`config.mk`:
```
export PLATFORM = sky130hd
export DESIGN_NAME = segmented_gamma_curve_unit_flat
export DESIGN_NICKNAME = d
export VERILOG_FILES = /design/src/sv/sgc_pkg.sv /design/src/sv/sgc_in_if.sv /design/src/sv/sgc_out_if.sv /design/src/sv/segmented_gamma_curve_unit.sv /design/src/flat_wrapper.sv
export SDC_FILE = /design/constraint.sdc
export NUM_CORES = 1
export LEC_CHECK = 0
export ABC_AREA = 1
export BUFFER_PORTS_ARGS = -buffer_cell sky130_fd_sc_hd__buf_2
export CAP_MARGIN = 10
export CORE_MARGIN = 2
export CORE_UTILIZATION = 63
export CTS_CLUSTER_DIAMETER = 50
export DETAILED_ROUTE_END_ITERATION = 16
export PLACE_DENSITY = 0.78
export SYNTH_ARGS = -nofsm -noshare
export SYNTH_HDL_FRONTEND = slang
export SYNTH_SLANG_ARGS = --single-unit
```
`constraint.sdc`:
```
create_clock -name i_clk -period 17.63 [get_ports i_clk]
set_input_delay 1.763 -clock i_clk [delete_from_list [all_inputs] [get_ports i_clk]]
set_output_delay 1.763 -clock i_clk [all_outputs]
set_load 0.01 [all_outputs]
```
`src/sv/sgc_pkg.sv`:
```
`timescale 1ns / 1ps
// ----------------------------------------------------------------------------
// sgc_pkg: shared constants of the segmented gamma curve unit
// Command codes, field widths, rounding constants and the breakpoint list
// at 10-bit scale.
// ----------------------------------------------------------------------------
package sgc_pkg;

    localparam int CH_W     = 2;
    localparam int SEG_IDX_W = 4;
    localparam int COEF_W   = 10;

    localparam logic CMD_PIXEL = 1'b0;
    localparam logic CMD_WRITE = 1'b1;

    localparam int UNITY_SHIFT = 6;
    localparam int ROUND_HALF  = 32;

    localparam int BP_COUNT = 15;
    localparam int BP_BITS  = 10;

    localparam logic [BP_BITS-1:0] BREAKPOINTS [BP_COUNT] = '{
        10'd0,   10'd16,  10'd32,  10'd64,  10'd96,  10'd128, 10'd192, 10'd256,
        10'd320, 10'd384, 10'd512, 10'd640, 10'd768, 10'd896, 10'd1023
    };

endpackage

```
`src/sv/sgc_in_if.sv`:
```
`timescale 1ns / 1ps
// ----------------------------------------------------------------------------
// sgc_in_if: command and pixel channel
// Carries one write or one pixel per beat, valid/ready handshake.
// ----------------------------------------------------------------------------
interface sgc_in_if #(
    parameter int SAMPLE_BITS = 10
);
    logic                             valid;
    logic                             ready;
    logic                             cmd;
    logic [sgc_pkg::CH_W-1:0]         channel;
    logic [sgc_pkg::SEG_IDX_W-1:0]    segment_index;
    logic [sgc_pkg::COEF_W-1:0]       offset_value;
    logic [sgc_pkg::COEF_W-1:0]       slope_value;
    logic [SAMPLE_BITS-1:0]           pixel_in;

    modport source (
        output valid, cmd, channel, segment_index, offset_value, slope_value, pixel_in,
        input  ready
    );
    modport sink (
        input  valid, cmd, channel, segment_index, offset_value, slope_value, pixel_in,
        output ready
    );
endinterface

```
`src/sv/sgc_out_if.sv`:
```
`timescale 1ns / 1ps
// ----------------------------------------------------------------------------
// sgc_out_if: corrected pixel channel
// Carries one corrected component and its channel per beat.
// ----------------------------------------------------------------------------
interface sgc_out_if #(
    parameter int SAMPLE_BITS = 10
);
    logic                       valid;
    logic                       ready;
    logic [SAMPLE_BITS-1:0]     pixel_out;
    logic [sgc_pkg::CH_W-1:0]   out_channel;

    modport source (
        output valid, pixel_out, out_channel,
        input  ready
    );
    modport sink (
        input  valid, pixel_out, out_channel,
        output ready
    );
endinterface

```
`src/sv/segmented_gamma_curve_unit.sv`:
```
`timescale 1ns / 1ps
// ----------------------------------------------------------------------------
// segmented_gamma_curve_unit: piecewise linear gamma correction
// Per-channel segment table of offset and slope, fixed breakpoints, rounded
// saturating interpolation, bypass when disabled or for an unknown channel.
//
//   Channel    Dir  Handshake    Payload
//   i_pix      in   valid/ready  cmd, channel, segment_index, offset, slope, pixel
//   o_pix      out  valid/ready  pixel_out, out_channel
//   i_cfg_*    in   write enable curve_enable
//
// One beat per cycle sustained while the output is taken. A pixel goes
// through segment select and table read into the first register, then one
// multiply and add with saturation into the output register. Writes take
// effect on the beat edge and yield no output. Synchronous active-low reset
// clears the enable and the valid flags; the table is undefined until written.
// A stalled output holds the pipe; input ready falls only when both stages
// are full and the output is not taken.
// ----------------------------------------------------------------------------
module segmented_gamma_curve_unit #(
    parameter int NUM_SEGMENTS = 15,
    parameter int NUM_CHANNELS = 3,
    parameter int SAMPLE_BITS  = 10
) (
    input  logic                i_clk,
    input  logic                i_rst_n,
    input  logic                i_cfg_we,
    input  logic                i_cfg_wdata,
    sgc_in_if.sink              i_pix,
    sgc_out_if.source           o_pix
);

    localparam int DEPTH   = NUM_CHANNELS * NUM_SEGMENTS;
    localparam int ADDR_W  = $clog2(DEPTH);
    localparam int SEG_W   = $clog2(NUM_SEGMENTS);
    localparam int START_W = SAMPLE_BITS + 1;
    localparam int BP_W    = SAMPLE_BITS + 3;
    localparam int UP_SH   = (SAMPLE_BITS >= sgc_pkg::BP_BITS) ?
                             SAMPLE_BITS - sgc_pkg::BP_BITS : 0;
    localparam int DN_SH   = (SAMPLE_BITS < sgc_pkg::BP_BITS) ?
                             sgc_pkg::BP_BITS - SAMPLE_BITS : 0;
    localparam int PROD_W  = sgc_pkg::COEF_W + SAMPLE_BITS;
    localparam int RND_W   = PROD_W + 1;
    localparam int SUM_W   = RND_W - sgc_pkg::UNITY_SHIFT + 1;
    localparam logic [SAMPLE_BITS-1:0] SAMPLE_MAX = '1;

    typedef struct packed {
        logic [sgc_pkg::COEF_W-1:0] offset;
        logic [sgc_pkg::COEF_W-1:0] slope;
    } t_entry;

    // segment start at sample scale; past the list it lies above any sample
    function automatic logic [START_W-1:0] seg_start(input int idx);
        logic [BP_W-1:0] b;
        if (idx >= sgc_pkg::BP_COUNT) begin
            return {1'b1, {SAMPLE_BITS{1'b0}}};
        end
        b = (BP_W'(sgc_pkg::BREAKPOINTS[idx]) << UP_SH) >> DN_SH;
        return b[START_W-1:0];
    endfunction

    t_entry                     mem [DEPTH];
    t_entry                     r_rd_data;
    logic                       r_curve_en;
    logic                       r_s1_valid;
    logic                       r_s1_bypass;
    logic [SAMPLE_BITS-1:0]     r_s1_pix;
    logic [SAMPLE_BITS-1:0]     r_s1_start;
    logic [sgc_pkg::CH_W-1:0]   r_s1_ch;
    logic                       r_out_valid;
    logic [SAMPLE_BITS-1:0]     r_pix_out;
    logic [sgc_pkg::CH_W-1:0]   r_out_ch;

    logic                       s2_free;
    logic                       in_acc;
    logic                       wr_en;
    logic                       rd_en;
    logic                       ch_ok;
    logic [ADDR_W-1:0]          wr_addr;
    logic [ADDR_W-1:0]          rd_addr;
    logic [SEG_W-1:0]           sel_seg;
    logic [SAMPLE_BITS-1:0]     sel_start;
    logic [START_W-1:0]         cand_start;
    logic [SAMPLE_BITS-1:0]     diff;
    logic [PROD_W-1:0]          prod;
    logic [RND_W-1:0]           rnd;
    logic [SUM_W-1:0]           sum;
    logic [SAMPLE_BITS-1:0]     n_pix_out;

    assign s2_free     = !r_out_valid || o_pix.ready;
    assign i_pix.ready = !r_s1_valid || s2_free;
    assign in_acc      = i_pix.valid && i_pix.ready;
    assign ch_ok       = int'(i_pix.channel) < NUM_CHANNELS;
    assign wr_en       = in_acc && (i_pix.cmd == sgc_pkg::CMD_WRITE) && ch_ok &&
                         (int'(i_pix.segment_index) < NUM_SEGMENTS);
    assign rd_en       = in_acc && (i_pix.cmd == sgc_pkg::CMD_PIXEL);

    // last segment whose start is not above the sample
    always_comb begin
        sel_seg    = '0;
        sel_start  = '0;
        cand_start = '0;
        for (int i = 1; i < NUM_SEGMENTS; i++) begin
            cand_start = seg_start(i);
            if (cand_start <= {1'b0, i_pix.pixel_in}) begin
                sel_seg   = SEG_W'(i);
                sel_start = cand_start[SAMPLE_BITS-1:0];
            end
        end
    end

    always_comb begin
        wr_addr = '0;
        rd_addr = '0;
        if (wr_en) begin
            wr_addr = ADDR_W'(int'(i_pix.channel) * NUM_SEGMENTS +
                              int'(i_pix.segment_index));
        end
        if (ch_ok) begin
            rd_addr = ADDR_W'(int'(i_pix.channel) * NUM_SEGMENTS + int'(sel_seg));
        end
    end

    always_ff @(posedge i_clk) begin
        if (wr_en) begin
            mem[wr_addr] <= '{offset: i_pix.offset_value, slope: i_pix.slope_value};
        end
        if (rd_en) begin
            r_rd_data <= mem[rd_addr];
        end
    end

    always_ff @(posedge i_clk) begin
        if (!i_rst_n) begin
            r_curve_en <= 1'b0;
        end else if (i_cfg_we) begin
            r_curve_en <= i_cfg_wdata;
        end
    end

    // first stage: hold while the output register is full and not taken
    always_ff @(posedge i_clk) begin
        if (!i_rst_n) begin
            r_s1_valid <= 1'b0;
        end else if (i_pix.ready) begin
            r_s1_valid <= rd_en;
        end
        if (rd_en) begin
            r_s1_bypass <= !r_curve_en || !ch_ok;
            r_s1_pix    <= i_pix.pixel_in;
            r_s1_start  <= sel_start;
            r_s1_ch     <= i_pix.channel;
        end
    end

    always_comb begin
        diff = r_s1_pix - r_s1_start;
        prod = PROD_W'(r_rd_data.slope) * PROD_W'(diff);
        rnd  = RND_W'(prod) + RND_W'(sgc_pkg::ROUND_HALF);
        sum  = SUM_W'(rnd >> sgc_pkg::UNITY_SHIFT) + SUM_W'(r_rd_data.offset);
        if (r_s1_bypass) begin
            n_pix_out = r_s1_pix;
        end else if (sum > SUM_W'(SAMPLE_MAX)) begin
            n_pix_out = SAMPLE_MAX;
        end else begin
            n_pix_out = sum[SAMPLE_BITS-1:0];
        end
    end

    always_ff @(posedge i_clk) begin
        if (!i_rst_n) begin
            r_out_valid <= 1'b0;
        end else if (s2_free) begin
            r_out_valid <= r_s1_valid;
        end
        if (s2_free && r_s1_valid) begin
            r_pix_out <= n_pix_out;
            r_out_ch  <= r_s1_ch;
        end
    end

    assign o_pix.valid       = r_out_valid;
    assign o_pix.pixel_out   = r_pix_out;
    assign o_pix.out_channel = r_out_ch;

    a_write_no_result: assert property (@(posedge i_clk) disable iff (!i_rst_n)
        in_acc && (i_pix.cmd == sgc_pkg::CMD_WRITE) |=> !r_s1_valid)
        else $error("write beat entered the result pipe");

    a_pixel_enters: assert property (@(posedge i_clk) disable iff (!i_rst_n)
        in_acc && (i_pix.cmd == sgc_pkg::CMD_PIXEL) |=> r_s1_valid)
        else $error("pixel beat lost at the first stage");

    a_stall_holds: assert property (@(posedge i_clk) disable iff (!i_rst_n)
        r_s1_valid && !s2_free |=> r_s1_valid && $stable(r_rd_data) && $stable(r_s1_pix))
        else $error("first stage changed while stalled");

    a_bypass_out: assert property (@(posedge i_clk) disable iff (!i_rst_n)
        r_s1_valid && r_s1_bypass && s2_free |=> o_pix.pixel_out == $past(r_s1_pix))
        else $error("bypassed pixel altered");

endmodule

```
`src/flat_wrapper.sv`:
```
// flat-port wrapper written by rule: the top's interface ports become plain ports
module segmented_gamma_curve_unit_flat 
#(
    parameter int NUM_SEGMENTS = 15,
    parameter int NUM_CHANNELS = 3,
    parameter int SAMPLE_BITS  = 10
)
  (i_clk, i_rst_n, i_cfg_we, i_cfg_wdata, i_pix_valid, i_pix_cmd, i_pix_channel, i_pix_segment_index, i_pix_offset_value, i_pix_slope_value, i_pix_pixel_in, i_pix_ready, o_pix_valid, o_pix_pixel_out, o_pix_out_channel, o_pix_ready);
  sgc_in_if #(.SAMPLE_BITS(SAMPLE_BITS)) i_pix_i ();
  sgc_out_if #(.SAMPLE_BITS(SAMPLE_BITS)) o_pix_i ();
  input  logic i_clk;
  input  logic i_rst_n;
  input  logic i_cfg_we;
  input  logic i_cfg_wdata;
  input wire logic [$bits(i_pix_i.valid)-1:0] i_pix_valid;
  input wire logic [$bits(i_pix_i.cmd)-1:0] i_pix_cmd;
  input wire logic [$bits(i_pix_i.channel)-1:0] i_pix_channel;
  input wire logic [$bits(i_pix_i.segment_index)-1:0] i_pix_segment_index;
  input wire logic [$bits(i_pix_i.offset_value)-1:0] i_pix_offset_value;
  input wire logic [$bits(i_pix_i.slope_value)-1:0] i_pix_slope_value;
  input wire logic [$bits(i_pix_i.pixel_in)-1:0] i_pix_pixel_in;
  output wire logic [$bits(i_pix_i.ready)-1:0] i_pix_ready;
  output wire logic [$bits(o_pix_i.valid)-1:0] o_pix_valid;
  output wire logic [$bits(o_pix_i.pixel_out)-1:0] o_pix_pixel_out;
  output wire logic [$bits(o_pix_i.out_channel)-1:0] o_pix_out_channel;
  input wire logic [$bits(o_pix_i.ready)-1:0] o_pix_ready;
  assign i_pix_i.valid = i_pix_valid;
  assign i_pix_i.cmd = i_pix_cmd;
  assign i_pix_i.channel = i_pix_channel;
  assign i_pix_i.segment_index = i_pix_segment_index;
  assign i_pix_i.offset_value = i_pix_offset_value;
  assign i_pix_i.slope_value = i_pix_slope_value;
  assign i_pix_i.pixel_in = i_pix_pixel_in;
  assign i_pix_ready = i_pix_i.ready;
  assign o_pix_valid = o_pix_i.valid;
  assign o_pix_pixel_out = o_pix_i.pixel_out;
  assign o_pix_out_channel = o_pix_i.out_channel;
  assign o_pix_i.ready = o_pix_ready;
  segmented_gamma_curve_unit #(.NUM_SEGMENTS(NUM_SEGMENTS), .NUM_CHANNELS(NUM_CHANNELS), .SAMPLE_BITS(SAMPLE_BITS)) u_core (.i_clk(i_clk), .i_rst_n(i_rst_n), .i_cfg_we(i_cfg_we), .i_cfg_wdata(i_cfg_wdata), .i_pix(i_pix_i), .o_pix(o_pix_i));
endmodule
```
Word-level counts from Yosys, hierarchy flattened
Memories as Yosys holds them, arrays and structs flattened. A register that Yosys moved wholly into a read port is not among the register bits.
Cells that the tools add are included.
Word-level totals
  register bits: 38
  bits in writable memories: 900
  input port bits: 43
  word-level logic and storage cells: 87
  memories kept: 1
Memories
  u_core.mem: words 45, width 20, rd ports 1, clocked after Yosys merged registers in 1, write ports 1, line segmented_gamma_curve_unit.sv:62  | t_entry mem [DEPTH];
Operators by class
  $add $sub $neg: 5
  multiply operators: 2
  order comparisons: 17
  multiplexer cells: 33
  bitwise logic cells: 1
  reduce and logical (&&, ||, !) cells: 16
Operators with widths (number)
  10-bit two-way mux: 10
  4-bit two-way mux: 13
  10-bit <= comparator, first input constant: 5
  9-bit by 10-bit <= comparator with 1-bit output, first input constant: 3
  20-bit by 6-bit adder with 21-bit output, second input constant: 1
  7-bit by 10-bit <= comparator with 1-bit output, first input constant: 2
  8-bit by 10-bit <= comparator with 1-bit output, first input constant: 2
  10-bit by 10-bit multiplier with 20-bit output: 1
  9-bit two-way mux: 2
  15-bit by 10-bit adder with 16-bit output: 1
  16-bit by 10-bit > comparator with 1-bit output, second input constant: 1
  6-bit by 5-bit adder with 6-bit output: 2
  6-bit two-way mux: 2
  5-bit by 10-bit <= comparator with 1-bit output, first input constant: 1
  6-bit by 10-bit <= comparator with 1-bit output, first input constant: 1
  10-bit subtractor: 1
  8-bit two-way mux: 1
  7-bit two-way mux: 1
  1-bit logical AND: 6
  2-bit by 4-bit multiplier with 6-bit output, second input constant: 1
  5-bit two-way mux: 1
  5-bit OR reduction: 1
  1-bit logical NOT: 4
  4-bit < comparator, second input constant: 1
  other kinds (6): 10

Longest topological paths before layout
  word-level depth: 17
  gate-level depth with buffers: 46

Least setup slack after synthesis
Ideal clock, no wire load.
  kind: register -> register
  start point: register u_core.r_s1_start[3]
  end point: register u_core.r_pix_out[0] (netlist: u_core.o_pix.pixel_out[0]), data pin
  arrival time: 7341 ps
  path slack: 10040 ps
  cell stages (with the launch flop): 41
  cells stage by stage: edfxtp_1 -> ha_1 -> fa_1 -> nand3b_1 -> nand2_1 -> a21oi_1 -> o21ai_0 -> nand2_1 -> nand2_1 -> a21oi_1 -> xor2_1 -> inv_1 -> nand2_1 -> fa_1 -> fa_1 -> inv_1 -> fa_1 -> fa_1 -> [5 not listed] -> inv_1 -> a21oi_1 -> nand2_2 -> a31oi_1 -> xor2_1 -> ha_1 -> nand2_1 -> nand2_1 -> a31oi_1 -> nand3_1 -> a21oi_1 -> nor2_1 -> nand2_1 -> nand3_2 -> nor2_4 -> nand3_1 -> nand2_1 -> inv_1
Between the ends
  cells in the longest elaborated chain, start to end: 7
RTL lines
  start: declaration: line segmented_gamma_curve_unit.sv:68  | logic [SAMPLE_BITS-1:0] r_s1_start;
  start signal: assignment: line segmented_gamma_curve_unit.sv:151  | r_s1_start <= sel_start;
  10-bit subtractor *: line segmented_gamma_curve_unit.sv:157  | diff = r_s1_pix - r_s1_start;
  10-bit by 10-bit multiplier with 20-bit output *: line segmented_gamma_curve_unit.sv:158  | prod = PROD_W'(r_rd_data.slope) * PROD_W'(diff);
  20-bit by 6-bit adder with 21-bit output *: line segmented_gamma_curve_unit.sv:159  | rnd = RND_W'(prod) + RND_W'(sgc_pkg::ROUND_HALF);
  15-bit by 10-bit adder with 16-bit output *: line segmented_gamma_curve_unit.sv:160  | sum = SUM_W'(rnd >> sgc_pkg::UNITY_SHIFT) + SUM_W'(r_rd_data.offset);
  16-bit by 10-bit > comparator with 1-bit output: line segmented_gamma_curve_unit.sv:163  | end else if (sum > SUM_W'(SAMPLE_MAX)) begin
  10-bit two-way mux *: line segmented_gamma_curve_unit.sv:163
  10-bit two-way mux *: line segmented_gamma_curve_unit.sv:161  | if (r_s1_bypass) begin
  net u_core.n_pix_out[0]: line segmented_gamma_curve_unit.sv:88  | logic [SAMPLE_BITS-1:0] n_pix_out;
  end signal: assignment: line segmented_gamma_curve_unit.sv:177  | r_pix_out <= n_pix_out;
  end: declaration: line segmented_gamma_curve_unit.sv:71  | logic [SAMPLE_BITS-1:0] r_pix_out;
The timed path passes the listed nets; every way through them passes the cells marked *.
A chain may end at the register's enable or synchronous reset.

Worst setup path in the final report
  start point: register u_core.r_s1_start[3]
  end point: register u_core.r_pix_out[4] (netlist: u_core.o_pix.pixel_out[4]), data pin
Same word-level chain as after synthesis.

==> flow_metrics.env <==
export IMPL_cp_arrival_ps=9060
export IMPL_whs_path_depth=0
export IMPL_netlist_area_sq_um=43700
export IMPL_fin_tns_setup_ps=0
export IMPL_p_per_area_nw_per_um2=173
export IMPL_post_cts_setup_buffer_count=0
export IMPL_final_nets=3832
export IMPL_end_kind="flip-flop"
export IMPL_rsz0062_at_grt="false"
export IMPL_rr_endpoint="u_core.o_pix.pixel_out[4]"
export IMPL_r2r_start="u_core.r_s1_start[3]"
export IMPL_dieArea_sq_um=71500
export IMPL_cts_sinks=955
export IMPL_rr_worst_depth=41
export IMPL_synth_top_area_cell="edfxtp_1"
export IMPL_finalCriticalPeriod_ps=8660
export IMPL_ctsResizeCount=0
export IMPL_min_to="u_core.o_pix.out_channel[0]"
export IMPL_r2r_slack_ps=8970
export IMPL_dr_pass1_iters=5
export IMPL_cts_buffers=98
export IMPL_slowest_stage="xor2_1"
export IMPL_cts_max_level=3
export IMPL_grt_pass1_vias=27934
export IMPL_drv_slew=0
export IMPL_clock_root_buffer="clkbuf_16"
export IMPL_syn_to_final_growth_pct=9.55
export IMPL_fin_hold_ws_ps=422
export IMPL_synth_distinct_cells=48
export IMPL_dp_cells=4460
export IMPL_drc=0
export IMPL_crit_path_frequent_cell="nand2_1"
export IMPL_io_buffer_count=56
export IMPL_fin_cells=4642
export IMPL_slew_headroom_pct=16.7
export IMPL_yosysTopAreaCellShare_pct=65.4
export IMPL_setup_viol=0
export IMPL_ctsHoldBuffers=0
export IMPL_hold_viol_final=0
export IMPL_pin_count=57
export IMPL_wirelength_microns=108000
export IMPL_start_util_pct=63.7
export IMPL_grtUsageTotal_pct=30.7
export IMPL_tritoncts="yes"
export IMPL_syn_nets=3807
export IMPL_grt_overflow_total=0
export IMPL_dieHeight_microns=267
export IMPL_antenna_found_initial=1
export IMPL_peakVddDrop_mv=0.367
export IMPL_die_x_microns=267
export IMPL_wire_per_inst_microns=23.3
export IMPL_cp_max_fo=10
export IMPL_cp_num_buf_inv=6
export IMPL_synth_cells=3606
export IMPL_min_delay_start="u_core.r_s1_ch[0]"
export IMPL_viasPerCell=6.17
export IMPL_routabilityCongestion=0.944
export IMPL_drive_gt1_share_pct=13.6
export IMPL_final_area_sq_um=47900
export IMPL_placed_cell_area_sq_um=44800
export IMPL_dp_hpwl_microns=62200
export IMPL_postSynthAreaPerCell_sq_um=12.1
export IMPL_layout_setup_ws_ps=8970
export IMPL_slowest_delay_ps=580
export IMPL_fin_util_pct=69.7
export IMPL_p_total_mw=8.28
export IMPL_core_sq_um=68700
export IMPL_grt_pass1_wl_microns=164000
export IMPL_hp_class="reg -> reg"
export IMPL_clock_skew_ps=38.9
export IMPL_max_slew_worst_pin_slew_ps=1250
export IMPL_startpoint_type="flip-flop"
export IMPL_place_ws_ps=9120
export IMPL_cp_required_ps=18030
export IMPL_n_antenna_cell=0
export IMPL_fp_row_count=96
export IMPL_grt_max_degree=196
export IMPL_synth_seq_cells=955
export IMPL_final_period_utilization_pct=49.1
export IMPL_ys_seq_area_share_pct=65.5
export IMPL_max_freq_ghz=0.116
export IMPL_num_vias=28664
export IMPL_synthTopCellsByArea="edfxtp_1 (65%), nor2_1 (5.6%), o211ai_1 (3.4%), fa_1 (3.1%), nand2_1 (2.9%)"
export IMPL_drt_iter0_markers=3808
export IMPL_drv_cap=0
export IMPL_antenna_left=0
export IMPL_clkTransAtPathRegs_ps=60
export IMPL_status="complete, no violations"
export IMPL_crit_type="reg -> reg"
export IMPL_synth_warnings=0
export IMPL_cp_top_family="adder cells"
export IMPL_clockBufferDepth=3
export IMPL_clk_latency_ps=670
export IMPL_p_leak_nw=17.2
[sequential cells by signal (all words and copies together), names as in the netlist]
signal / cells
u_core.mem: 900
u_core.o_pix.out_channel: 2
u_core.o_pix.pixel_out: 10
u_core.o_pix.valid: 1
u_core.r_curve_en: 1
u_core.r_rd_data: 20
u_core.r_s1_bypass: 1
u_core.r_s1_ch: 2
u_core.r_s1_pix: 10
u_core.r_s1_start: 7
u_core.r_s1_valid: 1
[worst max path at each step]
stage | startpoint | endpoint | slack (ps) | depth (start not counted)
2_1_floorplan | u_core.r_s1_start[3] | u_core.o_pix.pixel_out[0] | 10040 | 40
3_3_place_gp | u_core.r_s1_start[3] | u_core.o_pix.pixel_out[0] | 9390 | 41
3_5_place_dp | u_core.r_s1_start[3] | u_core.o_pix.pixel_out[4] | 9120 | 41
4_1_cts | u_core.r_s1_start[3] | u_core.o_pix.pixel_out[4] | 9070 | 41
5_1_grt | u_core.r_s1_start[3] | u_core.o_pix.pixel_out[3] | 8200 | 41
6_report | u_core.r_s1_start[3] | u_core.o_pix.pixel_out[4] | 8970 | 41
[cells by family after synthesis]
family,Yosys count,share of synthesized area [%]
AO/OA/AOI/OAI,678,10.3
XOR/XNOR,21,0.421
adder cells (fa/ha/maj),158,5.69
buffers and inverters,486,4.87
flip-flops,955,65.5
multiplexers,29,0.704
AND/OR/NAND/NOR,1279,12.5
[power by group]
group          switching (mW)  internal [mW]
clock network           0.855           1.09
registers              0.0168           2.55
logic                    2.39           1.38
total                    3.26           5.02
[cell usage in the layout (no fill, tap or decap), types with 5 or more instances in the layout]
master and instances:
a31oi_1 9, or2_2 164, o32ai_1 60, nor2_2 46, mux2i_1 15, clkinv_1 27, o31ai_1 101, o221ai_1 24
o21ai_1 32, clkinv_2 16, nor2_1 602, edfxtp_1 952, o211ai_1 199, xor2_1 14, o21ai_0 170, buf_2 56
xnor2_1 7, mux2_2 14, o21bai_1 7, or2_1 5, nand2_1 338, nand2_2 5, ha_1 89, inv_1 285
clkbuf_16 100, or2_0 14, buf_4 61, nand3_1 83, clkbuf_1 18, a21oi_1 67, fa_1 68
[per-layer routing]
| layer | up-vias | wire length, microns | global-route usage (%) |
|---|---|---|---|
| met1 | 13982 | 42200 | 42.4 |
| met2 | 1553 | 49800 | 47.9 |
| met3 | 267 | 10400 | 5.03 |
| met4 | 2 | 5550 | 15.0 |
| li1 | 12860 | - | - |
| met5 | - | 13 | 0 |
[layout make-up]
type	instances	area, sq um
clock inverters	62	474
flip-flops and latches	955	28600
clock buffers	118	2570
fillers	4748	20800
multi-input cells	2165	13100
inverters	289	1100
well taps	931	1160
repair buffers	122	841
[Yosys cell counts, drive strengths merged]
| library cell | number |
|---|---|
| o21ai | 203 |
| inv | 289 |
| xor2 | 14 |
| o21bai | 7 |
| nand3 | 86 |
| o221ai | 24 |
| a21oi | 68 |
| mux2i | 15 |
| ha | 90 |
| edfxtp | 952 |
| o211ai | 199 |
| a21o | 2 |
| and3 | 1 |
| xnor2 | 7 |
| nor4 | 4 |
| nand4 | 4 |
| nor3 | 4 |
| nand2 | 344 |
| dfxtp | 3 |
| a31oi | 9 |
| nand3b | 1 |
| a2111oi | 1 |
| nor2 | 652 |
| mux2 | 14 |
| a31o | 2 |
| a21boi | 2 |
| o32ai | 60 |
| clkbuf | 76 |
| fa | 68 |
| o31ai | 101 |
| or2 | 183 |
| buf | 121 |
No activity file was read; power rests on OpenSTA's default activity.
